$ cat src/hdl/tmq_pkg.sv
// shared types, codes and constants of the timed event queue
package tmq_pkg;

    localparam int DEFAULT_DEPTH   = 16;
    localparam int DEFAULT_ID_BITS = 16;
    localparam int MAX_RESULTS     = 16;
    localparam int FIRE_W          = $clog2(MAX_RESULTS + 1);
    localparam int TIME_W          = 32;

    localparam logic [1:0] CMD_ADD     = 2'd0;
    localparam logic [1:0] CMD_REMOVE  = 2'd1;
    localparam logic [1:0] CMD_ADVANCE = 2'd2;

    localparam logic [2:0] ST_ADDED   = 3'd0;
    localparam logic [2:0] ST_FULL    = 3'd1;
    localparam logic [2:0] ST_REMOVED = 3'd2;
    localparam logic [2:0] ST_FIRED   = 3'd3;
    localparam logic [2:0] ST_NONE    = 3'd4;

    typedef enum logic [1:0] {
        CELL_HOLD,
        CELL_INSERT,
        CELL_SHIFT
    } cell_op_t;

    typedef struct packed {
        cell_op_t           op;
        logic [TIME_W-1:0]  key;
    } cell_ctrl_t;

    typedef struct packed {
        logic [1:0]   cmd;
        logic [31:0]  event_time;
        logic [15:0]  event_id;
        logic [31:0]  time_step;
    } tmq_in_t;

    typedef struct packed {
        logic [2:0]   status;
        logic [15:0]  fired_id;
        logic [31:0]  fired_time;
        logic [4:0]   removed_count;
        logic         last;
    } tmq_out_t;

endpackage

$ cat src/hdl/tmq_cell.sv
// one queue cell: holds a due time and id, passes entries to its neighbors
module tmq_cell #(
    parameter int ID_BITS = 16
) (
    input  logic                      clk,
    input  tmq_pkg::cell_ctrl_t       ctrl,
    input  logic                      occ,
    input  logic [ID_BITS-1:0]        new_id,
    input  logic [tmq_pkg::TIME_W-1:0] left_time,
    input  logic [ID_BITS-1:0]        left_id,
    input  logic [tmq_pkg::TIME_W-1:0] right_time,
    input  logic [ID_BITS-1:0]        right_id,
    input  logic                      flag_in,
    output logic [tmq_pkg::TIME_W-1:0] due_time,
    output logic [ID_BITS-1:0]        id,
    output logic                      flag_out
);
    import tmq_pkg::*;

    logic [TIME_W-1:0]  time_reg, time_next;
    logic [ID_BITS-1:0] id_reg, id_next;
    logic               keep;
    logic               match;

    always_comb
    begin
        keep      = occ && (time_reg <= ctrl.key);
        match     = occ && (time_reg == ctrl.key);
        time_next = time_reg;
        id_next   = id_reg;
        flag_out  = flag_in;
        unique case (ctrl.op)
            CELL_INSERT:
            begin
                // keepers form a prefix; the first non-keeper takes the new word
                flag_out = keep;
                if (!keep)
                begin
                    if (flag_in)
                    begin
                        time_next = ctrl.key;
                        id_next   = new_id;
                    end
                    else
                    begin
                        time_next = left_time;
                        id_next   = left_id;
                    end
                end
            end
            CELL_SHIFT:
            begin
                // from the first match (or the head on a pop) onward, pull from the right
                flag_out = flag_in || match;
                if (flag_in || match)
                begin
                    time_next = right_time;
                    id_next   = right_id;
                end
            end
            default:
            begin
                flag_out = flag_in;
            end
        endcase
    end

    always_ff @(posedge clk)
    begin
        time_reg <= time_next;
        id_reg   <= id_next;
    end

    assign due_time = time_reg;
    assign id       = id_reg;

endmodule

$ cat src/hdl/timed_event_queue.sv
// top level of the timed event queue: command sequencer and chain of cells
//
//  channel | handshake              | word      | meaning
//  --------+------------------------+-----------+-------------------------------
//  command | cmd_valid / cmd_ready  | cmd_word  | add, remove at time, advance
//  result  | res_valid / res_ready  | res_word  | status, fired event, count
//
//  one command at a time; cmd_ready is high only while the sequencer is idle
//  add: latch, then one insert pass through the cell chain
//  remove: latch, then one matching entry squeezed out of the chain per cycle,
//  then the count word; advance: latch, time step, then one pop of the chain
//  head per cycle while the result side is free; a none word if nothing is due
//  a stalled result holds the sequencer; reset clears the entry count and time,
//  the cell contents are left as they are
module timed_event_queue #(
    parameter int QUEUE_DEPTH = tmq_pkg::DEFAULT_DEPTH,
    parameter int ID_BITS     = tmq_pkg::DEFAULT_ID_BITS
) (
    input  logic               clk,
    input  logic               rst_n,
    input  logic               cmd_valid,
    output logic               cmd_ready,
    input  tmq_pkg::tmq_in_t   cmd_word,
    output logic               res_valid,
    input  logic               res_ready,
    output tmq_pkg::tmq_out_t  res_word
);
    import tmq_pkg::*;

    localparam int CNT_W = $clog2(QUEUE_DEPTH + 1);

    typedef enum logic [2:0] {
        S_IDLE,
        S_ADD,
        S_REMOVE,
        S_ADV,
        S_FIRE
    } state_t;

    state_t             state_reg, state_next;
    logic [TIME_W-1:0]  key_reg, key_next;
    logic [ID_BITS-1:0] id_reg, id_next;
    logic [TIME_W-1:0]  step_reg, step_next;
    logic [TIME_W-1:0]  cur_time_reg, cur_time_next;
    logic [CNT_W-1:0]   count_reg, count_next;
    logic [CNT_W-1:0]   rm_cnt_reg, rm_cnt_next;
    logic [FIRE_W-1:0]  fire_cnt_reg, fire_cnt_next;
    logic               out_valid_reg, out_valid_next;
    tmq_out_t           out_word_reg, out_word_next;

    // chain wiring
    cell_ctrl_t         ctrl;
    logic               head_flag;
    logic               occ       [QUEUE_DEPTH];
    logic [TIME_W-1:0]  cell_time [QUEUE_DEPTH];
    logic [ID_BITS-1:0] cell_id   [QUEUE_DEPTH];
    logic               flag      [QUEUE_DEPTH+1];

    logic               out_free;
    logic [TIME_W:0]    adv_sum;
    logic               head_due;
    logic               next_due;
    logic               fire_last;
    logic [31:0]        id_wide;
    logic [31:0]        in_id_wide;
    logic [31:0]        rm_wide;
    logic [4:0]         rm_sat;

    assign flag[0] = head_flag;

    for (genvar i = 0; i < QUEUE_DEPTH; i++)
    begin : g_cell
        // occupancy comes from the entry count, the cells carry no valid bit
        assign occ[i] = (CNT_W'(i) < count_reg);

        tmq_cell #(
            .ID_BITS (ID_BITS)
        ) u_cell (
            .clk        (clk),
            .ctrl       (ctrl),
            .occ        (occ[i]),
            .new_id     (id_reg),
            .left_time  ((i == 0) ? key_reg : cell_time[(i == 0) ? 0 : i-1]),
            .left_id    ((i == 0) ? id_reg : cell_id[(i == 0) ? 0 : i-1]),
            .right_time (cell_time[(i == QUEUE_DEPTH-1) ? i : i+1]),
            .right_id   (cell_id[(i == QUEUE_DEPTH-1) ? i : i+1]),
            .flag_in    (flag[i]),
            .due_time   (cell_time[i]),
            .id         (cell_id[i]),
            .flag_out   (flag[i+1])
        );
    end

    assign out_free = !out_valid_reg || res_ready;

    always_comb
    begin
        in_id_wide = 32'(cmd_word.event_id);
        id_wide    = 32'(cell_id[0]);
        rm_wide    = 32'(rm_cnt_reg);
        rm_sat     = (rm_wide > 32'd31) ? 5'd31 : rm_wide[4:0];
        adv_sum    = {1'b0, cur_time_reg} + {1'b0, step_reg};
        head_due   = occ[0] && (cell_time[0] <= cur_time_reg);
        next_due   = occ[1] && (cell_time[1] <= cur_time_reg);
        // last fired word when the following entry is not due or the burst limit is hit
        fire_last  = !next_due || (fire_cnt_reg == FIRE_W'(MAX_RESULTS - 1));

        state_next     = state_reg;
        key_next       = key_reg;
        id_next        = id_reg;
        step_next      = step_reg;
        cur_time_next  = cur_time_reg;
        count_next     = count_reg;
        rm_cnt_next    = rm_cnt_reg;
        fire_cnt_next  = fire_cnt_reg;
        out_valid_next = out_valid_reg && !res_ready;
        out_word_next  = out_word_reg;
        ctrl.op        = CELL_HOLD;
        ctrl.key       = key_reg;
        head_flag      = 1'b0;

        unique case (state_reg)
            S_IDLE:
            begin
                if (cmd_valid)
                begin
                    key_next  = cmd_word.event_time;
                    id_next   = in_id_wide[ID_BITS-1:0];
                    step_next = cmd_word.time_step;
                    unique case (cmd_word.cmd)
                        CMD_ADD:     state_next = S_ADD;
                        CMD_REMOVE:
                        begin
                            state_next  = S_REMOVE;
                            rm_cnt_next = '0;
                        end
                        CMD_ADVANCE: state_next = S_ADV;
                        default:     state_next = S_IDLE;
                    endcase
                end
            end
            S_ADD:
            begin
                if (out_free)
                begin
                    out_valid_next = 1'b1;
                    out_word_next  = '0;
                    out_word_next.last = 1'b1;
                    if (count_reg == CNT_W'(QUEUE_DEPTH))
                    begin
                        out_word_next.status = ST_FULL;
                    end
                    else
                    begin
                        out_word_next.status = ST_ADDED;
                        ctrl.op    = CELL_INSERT;
                        head_flag  = 1'b1;
                        count_next = count_reg + 1'b1;
                    end
                    state_next = S_IDLE;
                end
            end
            S_REMOVE:
            begin
                ctrl.op   = CELL_SHIFT;
                head_flag = 1'b0;
                if (flag[QUEUE_DEPTH])
                begin
                    // a match was found and squeezed out this cycle
                    rm_cnt_next = rm_cnt_reg + 1'b1;
                    count_next  = count_reg - 1'b1;
                end
                else if (out_free)
                begin
                    out_valid_next = 1'b1;
                    out_word_next  = '0;
                    out_word_next.status        = ST_REMOVED;
                    out_word_next.removed_count = rm_sat;
                    out_word_next.last          = 1'b1;
                    state_next = S_IDLE;
                end
            end
            S_ADV:
            begin
                cur_time_next = adv_sum[TIME_W] ? '1 : adv_sum[TIME_W-1:0];
                fire_cnt_next = '0;
                state_next    = S_FIRE;
            end
            S_FIRE:
            begin
                if (out_free)
                begin
                    out_valid_next = 1'b1;
                    out_word_next  = '0;
                    if (head_due)
                    begin
                        out_word_next.status     = ST_FIRED;
                        out_word_next.fired_id   = id_wide[15:0];
                        out_word_next.fired_time = cell_time[0];
                        out_word_next.last       = fire_last;
                        ctrl.op       = CELL_SHIFT;
                        head_flag     = 1'b1;
                        count_next    = count_reg - 1'b1;
                        fire_cnt_next = fire_cnt_reg + 1'b1;
                        if (fire_last)
                        begin
                            state_next = S_IDLE;
                        end
                    end
                    else
                    begin
                        // only reached before the first fire of this advance
                        out_word_next.status = ST_NONE;
                        out_word_next.last   = 1'b1;
                        state_next = S_IDLE;
                    end
                end
            end
            default:
            begin
                state_next = S_IDLE;
            end
        endcase
    end

    always_ff @(posedge clk or negedge rst_n)
    begin
        if (!rst_n)
        begin
            state_reg     <= S_IDLE;
            cur_time_reg  <= '0;
            count_reg     <= '0;
            rm_cnt_reg    <= '0;
            fire_cnt_reg  <= '0;
            out_valid_reg <= 1'b0;
            out_word_reg  <= '0;
            key_reg       <= '0;
            id_reg        <= '0;
            step_reg      <= '0;
        end
        else
        begin
            state_reg     <= state_next;
            cur_time_reg  <= cur_time_next;
            count_reg     <= count_next;
            rm_cnt_reg    <= rm_cnt_next;
            fire_cnt_reg  <= fire_cnt_next;
            out_valid_reg <= out_valid_next;
            out_word_reg  <= out_word_next;
            key_reg       <= key_next;
            id_reg        <= id_next;
            step_reg      <= step_next;
        end
    end

    assign cmd_ready = (state_reg == S_IDLE);
    assign res_valid = out_valid_reg;
    assign res_word  = out_word_reg;

    // occupancy never goes past the chain length
    a_count_bound: assert property (@(posedge clk) disable iff (!rst_n)
        count_reg <= CNT_W'(QUEUE_DEPTH))
        else $error("entry count beyond queue depth");

    // a full add leaves the queue untouched
    a_full_holds: assert property (@(posedge clk) disable iff (!rst_n)
        (state_reg == S_ADD) && out_free && (count_reg == CNT_W'(QUEUE_DEPTH))
        |=> (count_reg == CNT_W'(QUEUE_DEPTH)) && (res_word.status == ST_FULL))
        else $error("full add changed the queue");

    // a fired word is never due after the current time
    a_fired_due: assert property (@(posedge clk) disable iff (!rst_n)
        res_valid && (res_word.status == ST_FIRED)
        |-> res_word.fired_time <= cur_time_reg)
        else $error("fired event not yet due");

    // a burst never exceeds the result limit
    a_burst_bound: assert property (@(posedge clk) disable iff (!rst_n)
        fire_cnt_reg <= FIRE_W'(MAX_RESULTS))
        else $error("fire burst beyond limit");

    // the last word of a burst returns the sequencer to idle
    a_last_idle: assert property (@(posedge clk) disable iff (!rst_n)
        (state_reg == S_FIRE) && out_free && head_due && fire_last
        |=> (state_reg == S_IDLE) && res_word.last)
        else $error("burst did not end on last word");

endmodule

$ cat config.mk
export PLATFORM = sky130hd
export DESIGN_NAME = timed_event_queue
export DESIGN_NICKNAME = d
export VERILOG_FILES = /design/src/hdl/tmq_pkg.sv /design/src/hdl/tmq_cell.sv /design/src/hdl/timed_event_queue.sv
export SDC_FILE = /design/constraint.sdc
export NUM_CORES = 2
export LEC_CHECK = 0
export BUFFER_PORTS_ARGS = -buffer_cell sky130_fd_sc_hd__buf_2
export CAP_MARGIN = 0
export CORE_MARGIN = 4
export CORE_UTILIZATION = 50
export DETAILED_ROUTE_END_ITERATION = 8
export GPL_TIMING_DRIVEN = 1
export PLACE_DENSITY = 0.64
export SYNTH_ARGS = -nofsm -noshare
export SYNTH_HDL_FRONTEND = slang
export SYNTH_SLANG_ARGS = --single-unit
$ cat constraint.sdc
create_clock -name clk -period 8.5 [get_ports clk]
set_clock_uncertainty 0.15 [all_clocks]
set_input_delay 0.425 -clock clk [delete_from_list [all_inputs] [get_ports clk]]
set_output_delay 0.425 -clock clk [all_outputs]
set_load 0.01 [all_outputs]
# Word-level counts from Yosys, hierarchy flattened
# Index checks and enable logic that the tools add are counted.
totals:
  ff_bits: 956
  in_bits: 86
op_classes:
  n_bitwise: 1
  addsub: 5
  magnitude_cmp: 34
  n_reduce_logical: 85
  n_eq_ne: 66
  mux: 180
op_table:
  columns: ["operator", "n"]
  rows:
  - ["32-bit two-way mux", 46]
  - ["32-bit one-hot mux with 2 select lines", 15]
  - ["16-bit two-way mux", 45]
  - ["32-bit less-or-equal comparator", 18]
  - ["32-bit == test", 16]
  - ["16-bit one-hot mux with 2 select lines", 15]
  - ["57-bit two-way mux", 4]
  - ["57-bit one-hot mux with 3 select lines", 1]
  - ["5-bit two-way mux", 10]
  - ["48-bit two-way mux", 1]
  - ["3-bit AND reduction", 16]
  - ["2-bit != test (second input constant)", 22]
  - ["4-bit by 5-bit < comparator with 1-bit output (first input constant)", 8]
  - ["1-bit one-hot mux with 2 select lines", 18]
  - ["1-bit logical AND", 35]
  - ["2-bit by 1-bit != test with 1-bit output (second input constant)", 17]
  - ["32-bit by 32-bit adder with 33-bit output", 1]
  - ["3-bit two-way mux", 7]
  - ["3-bit by 5-bit < comparator with 1-bit output (first input constant)", 4]
  - ["5-bit one-hot mux with 2 select lines", 2]
  - ["1-bit logical OR", 18]
  - ["5-bit by 1-bit adder with 5-bit output (second input constant)", 3]
  - ["3-bit one-hot mux with 5 select lines", 1]
  - ["5-bit one-hot mux with 3 select lines", 1]
  - ["25 further kinds", 47]

# Logic depth before layout (Yosys ltp)
depth:
  depth_word: 39
  mapped_depth: 27

# Hierarchy
# Synthesis repeated with hierarchy kept, for this count alone.
unflattened:
  cells_unflattened: 6472
  area_unflattened_um2: 64727.1
by_module_without_submodules:
  columns: ["module", "cells_each", "seq_area_each_um2", "area_per_inst_um2", "instances"]
  rows:
  - ["tmq_cell at g_cell[0].u_cell ...", 345, 1441.4, 3382.0, 15]
  - ["timed_event_queue", 953, 4704.5, 10612.7, 1]
  - ["tmq_cell at g_cell[12].u_cell", 344, 1441.4, 3384.5, 1]

# Worst setup path before layout
# Ideal clock, no wire load.
synth_path:
  path_kind: "register -> register"
  start: "register cur_time_reg[1]"
  end: "register g_cell[2].u_cell.time_reg[0] (enable)"
  setup_slack_ns: 0.796
  path_stages_with_launch: 25
  arrival_ns: 7.072
  t_required_ns: 7.868
  setup_ns: 0.482
  cell_sequence: "dfrtp_1 -> inv_1 -> ha_1 -> nor2b_1 -> o211ai_1 -> a2111oi_0 -> nor4_1 -> o221ai_2 -> nor2_1 -> clkbuf_1 -> nor2_1 -> ha_1 -> inv_1 -> clkbuf_1 -> a2111oi_0 -> o2111ai_1 -> a21oi_1 -> o22ai_2 -> and2_1 -> buf_2 -> nor2_1 -> o21ai_1 -> buf_2 -> buf_4 -> a31oi_1"
synth_via:
  elab_chain_cells: 12
synth_lines:
  columns: ["item", "line_no", "rtl"]
  rows:
  - ["start, declared", "timed_event_queue.sv:44", "logic [TIME_W-1:0] cur_time_reg, cur_time_next;"]
  - ["start signal, assigned", "timed_event_queue.sv:244", "cur_time_reg <= cur_time_next;"]
  - ["32-bit less-or-equal comparator (*)", "timed_event_queue.sv:103", "head_due = occ[0] && (cell_time[0] <= cur_time_reg);"]
  - ["1-bit logical AND (*)", "timed_event_queue.sv:103", null]
  - ["2-bit two-way mux / 1-bit two-way mux (equally long branches)", "timed_event_queue.sv:195", "if (head_due)"]
  - ["2-bit two-way mux / 1-bit two-way mux (equally long branches)", "timed_event_queue.sv:191", "if (out_free)"]
  - ["2-bit one-hot mux with 3 select lines / 1-bit one-hot mux with 2 select lines (equally long branches)", "timed_event_queue.sv:122", "unique case (state_reg)"]
  - ["2-bit == test, or another cell as far along", "tmq_cell.sv:32", "unique case (ctrl.op)"]
  - ["1-bit one-hot mux with 2 select lines", "tmq_cell.sv:32", null]
  - ["1-bit logical OR", "tmq_cell.sv:54", "flag_out = flag_in || match;"]
  - ["1-bit one-hot mux with 2 select lines", "tmq_cell.sv:32", null]
  - ["1-bit logical OR", "tmq_cell.sv:55", "if (flag_in || match)"]
  - ["2-bit by 1-bit != test with 1-bit output (no source line)", null, null]
  - ["3-bit AND reduction (no source line) (*)", null, null]
  - ["end signal, assigned", "tmq_cell.sv:70", "time_reg <= time_next;"]
  - ["end, declared", "tmq_cell.sv:20", "logic [TIME_W-1:0] time_reg, time_next;"]
# Every way passes the cells marked *; elsewhere a longest branch is shown, timed or not.
# A chain may end at the register's enable or synchronous reset.

# Worst setup path after layout
layout_path:
  start: "register count_reg[4]"
  end: "register g_cell[12].u_cell.id_reg[7] (enable)"
layout_via:
  elab_chain_cells: 32
layout_lines:
  columns: ["item", "line_no", "rtl"]
  rows:
  - ["start, declared", "timed_event_queue.sv:45", "logic [CNT_W-1:0] count_reg, count_next;"]
  - ["start signal, assigned", "timed_event_queue.sv:245", "count_reg <= count_next;"]
  - ["1-bit by 5-bit < comparator with 1-bit output", "timed_event_queue.sv:74", "assign occ[i] = (CNT_W'(i) < count_reg);"]
  - ["1-bit logical AND", "timed_event_queue.sv:103", null]
  - ["2-bit two-way mux / 1-bit two-way mux (equally long branches)", "timed_event_queue.sv:195", null]
  - ["2-bit two-way mux / 1-bit two-way mux (equally long branches)", "timed_event_queue.sv:191", null]
  - ["2-bit one-hot mux with 3 select lines / 1-bit one-hot mux with 2 select lines (equally long branches)", "timed_event_queue.sv:122", null]
  - ["2-bit == test, or another cell as far along", "tmq_cell.sv:32", null]
  - ["1-bit one-hot mux with 2 select lines", "tmq_cell.sv:32", null]
  - ["1-bit logical OR", "tmq_cell.sv:54", null]
  - ["[16 not listed]", null, null]
  - ["1-bit one-hot mux with 2 select lines", "tmq_cell.sv:32", null]
  - ["1-bit logical OR", "tmq_cell.sv:54", null]
  - ["1-bit one-hot mux with 2 select lines", "tmq_cell.sv:32", null]
  - ["1-bit logical OR", "tmq_cell.sv:54", null]
  - ["1-bit one-hot mux with 2 select lines", "tmq_cell.sv:32", null]
  - ["1-bit logical OR", "tmq_cell.sv:55", null]
  - ["2-bit by 1-bit != test with 1-bit output (no source line)", null, null]
  - ["3-bit AND reduction (no source line) (*)", null, null]
  - ["end signal, assigned", "tmq_cell.sv:71", "id_reg <= id_next;"]
  - ["end, declared", "tmq_cell.sv:21", "logic [ID_BITS-1:0] id_reg, id_next;"]
# Marks and branches as above.

==> run summary <==
The total of max-cap violations is 0, and the initial antenna violation count is 1. In this run the worst path has a maximum fanout of 49. Longest individual stage delay on the worst path: 0.82 ns. Proportion of register bits with asynchronous set or reset after synthesis: 0.197. The cell area that synthesis handed to floorplanning was 60,300 um^2. After detailed routing, the average wire length per cell comes to 22.4 um. TritonCTS built the clock tree. The net count of the finished layout is 6,787. Entering global routing, the biggest net connects 236 pins. Ranked by total cell area, the synthesized netlist is headed by edfxtp_1, ha_1, dfrtp_1. For the count of H-tree levels built during CTS, the log shows 3. For the total negative slack for setup checks, the log shows 0 ns. The die span in x is 355 um.

Walking the worst path, the cells encountered are nor3_2 -> and2_1 -> a211o_1 -> nor4_1 -> o221ai_2 -> nor2_4 -> nor2_1 -> inv_1 -> ha_4 -> inv_1 -> and3_1 -> a211oi_1 -> a211oi_1 -> nand3_1 -> nor3b_1 -> a31o_2 -> a21oi_4 -> buf_4 -> nor2_1 -> a21oi_4 -> buf_4. The mean post-synth cell area is 10.0 um^2, and the post-CTS setup buffer count is 0. The worst slew slack as a fraction of its limit was 0.0756; the number of flip-flops in the largest register was 512.

The wire-length estimate of the detail-placed layout is 127,000 um. The floorplan step defined a core boundary enclosing 120,000 um^2. The via count of the first global-routing pass was 46,400. The full die area came out at 126,000 um^2. At the end of routability-driven placement, the weighted congestion stood at 0.932. Number of max-slew violations in the final report: 0. After clock tree synthesis, the clock-pin slew on the worst setup and hold paths is 0.06 ns. During placement, the flow inserted port buffers numbering 144.

Setup repair after global routing left no endpoint under its margin. The run gives 956 as the number of clock sinks. Setup violations remaining at the end of the flow were counted as 0. The area growth from synthesis to layout is 11.1%.

The detailed-route vias per instance came out at 6.04. The run gives 8.71 ns as the required time at the endpoint of the critical path. Transition at the pin with the smallest max-transition slack: 1.35 ns. The critical path is of the register to register type. The yosys synthesis warning count is 0. For the remaining antenna violation count after routing, the log shows 0.

The run finished with clean final reports. The synthesized design contains 956 register bits. Across all register-to-register paths, the minimum setup slack is 0.89 ns.

The number of I/O pins is 145. The run gives 0 as the number of resized instances in the post-cts repair step. For this block, the initial DRC count from the detailed router was 4,584.

The path class of the tightest hold or removal check is input pin to asynchronous set/reset pin. In this run, synthesis inferred 768 flip-flops with an integrated enable. The period utilization is 0.895.

The register area share after synthesis is 0.461. The logs give 83 for the cts-stage hold buffer count and 0 for the total global routing overflow. The global-route wire length before repair was 270,000 um. The total track usage is 0.271, and the final wirelength is 174,000 um. The post-synthesis net count was 6,734.

The element type at the critical path start is a register. The floorplan step set the die height to 355 um. The cell type with the largest total area after synthesis was edfxtp_1.

After technology mapping, the gate count stands at 6,027. The area share of the leading cell type in the synthesized netlist was 0.383; the fraction of final layout cells with drive strength greater than 1 was 0.0909. For this run, the detailed router's first-pass iteration total came to 7. The clock buffer count from CTS came out at 107. For the worst-skew pair, the clock arrives at the later sink with an insertion delay of 0.75 ns. The critical path capture point type is a register. For this run, the leading register cell type out of synthesis is edfxtp_1. Fill cells in the final layout number 10,700. In this run the deepest clock path goes through 3 buffers. Cell with the largest stage delay on the worst path: dfrtp_1. The minimum clock period was 7.61 ns; the residual DRC count was 0. In this run the clock root is driven by a clkbuf_16. The run gives 127 as the number of cell rows.

The logs give 0 for the total count of hold-check failures in the final report and 7.82 ns for the arrival time reported for the critical path endpoint. The number of different library cells used by synthesis comes to 74. 0 antenna diodes ended up in the layout. The run gives 0.503 as the starting utilization of the core area. Based on the critical path, the design can be clocked at up to 131 MHz. The via count of the routed design is 47,000.
[path summary, 6_finish.rpt]
path	to	from	depth (start not counted)
max	g_cell[12].u_cell.id[7]	count_reg[4]	21
min	rm_cnt_reg[3]	rst_n	2
max in group asynchronous	key_reg[28]	rst_n	3
min in group clk	state_reg[0]	res_ready	5
min reg2reg	fire_cnt_reg[4]	fire_cnt_reg[4]	2
max reg2reg	g_cell[12].u_cell.id[7]	count_reg[4]	21
[layer usage]
metal	part of all wire	track usage	up-vias
li1	-	-	22400
met1	0.44	0.369	23000
met2	0.47	0.448	1346
met3	0.060	0.0436	270
met4	0.028	0.0764	2
met5	0.000075	0	-
[synth_stat cells, drive strengths merged, types with 53 or more instances]
| master | instances |
|---|---|
| nor3 | 68 |
| ha | 620 |
| mux2i | 427 |
| a22o | 53 |
| buf | 66 |
| nand2 | 878 |
| nor2 | 413 |
| dfrtp | 188 |
| mux2 | 113 |
| o21ai | 873 |
| nand3 | 74 |
| a21oi | 441 |
| inv | 118 |
| nand4 | 110 |
| clkbuf | 310 |
| edfxtp | 768 |
[cells by family after synthesis]
group | after synthesis | share of synthesized area
simple gates | 1696 | 0.121
mux | 540 | 0.0925
xor+xnor | 32 | 0.00465
buf+inv | 494 | 0.0326
flops | 956 | 0.461
fa+ha+maj | 621 | 0.129
compound gates | 1688 | 0.159
[critical path: cells and delay by family, from the launching register on]
| family | cells | cell delay (ns) |
|---|---|---|
| buffers and inverters | 4 | 1.69 |
| AO/OA/AOI/OAI | 7 | 2.13 |
| AND/OR/NAND/NOR | 9 | 2.06 |
| adder cells (fa/ha/maj) | 1 | 0.27 |
| flip-flops | 1 | 0.82 |
[area by class of cell]
| cell class | instances | area (um^2) | share of cell area |
|---|---|---|---|
| inverter | 118 | 443 | 0.00661 |
| timing repair buffer | 320 | 2280 | 0.0341 |
| tap | 1612 | 2020 | 0.0301 |
| multi-input combinational | 4577 | 30800 | 0.460 |
| clock inverter | 70 | 821 | 0.0123 |
| clock buffer | 130 | 2840 | 0.0425 |
| sequential | 956 | 27800 | 0.415 |
[cells in the final DEF, fill, tap and decap left out, types with 27 or more instances in the layout]
| master | instances |
|---|---|
| ha_1 | 619 |
| inv_1 | 118 |
| clkbuf_16 | 107 |
| nor2_1 | 407 |
| nor3_1 | 66 |
| dfrtp_1 | 188 |
| o21ai_0 | 852 |
| a21o_1 | 50 |
| buf_4 | 91 |
| a21oi_1 | 437 |
| nand2_1 | 871 |
| nand4_1 | 110 |
| a211oi_1 | 42 |
| mux2i_1 | 427 |
| dlygate4sd3_1 | 83 |
| buf_2 | 143 |
| mux2_2 | 105 |
| nand3_1 | 74 |
| edfxtp_1 | 768 |
| o21a_1 | 40 |
| o211ai_1 | 27 |
| a22o_1 | 53 |
[stage by stage]
step | hold WS (ns) | setup WS (ns) | utilization | area, um^2 | std cells
floorplan | -0.0206 | 0.796 | - | 60300 | 6027
global placement | 0.262 | 1.26 | 0.521 | 62500 | 7500
detailed placement | 0.265 | 1.10 | 0.521 | 62500 | 7500
CTS | 0.0170 | 1.09 | 0.559 | 67000 | 7783
global route | 0.0767 | 0.614 | 0.559 | 67000 | 7783
finish | 0.0668 | 0.893 | 0.559 | 67000 | 7783
Power is left out: the tool's default activity adds up to more than one toggle a clock period on the data nets, which glitch-free logic cannot reach.
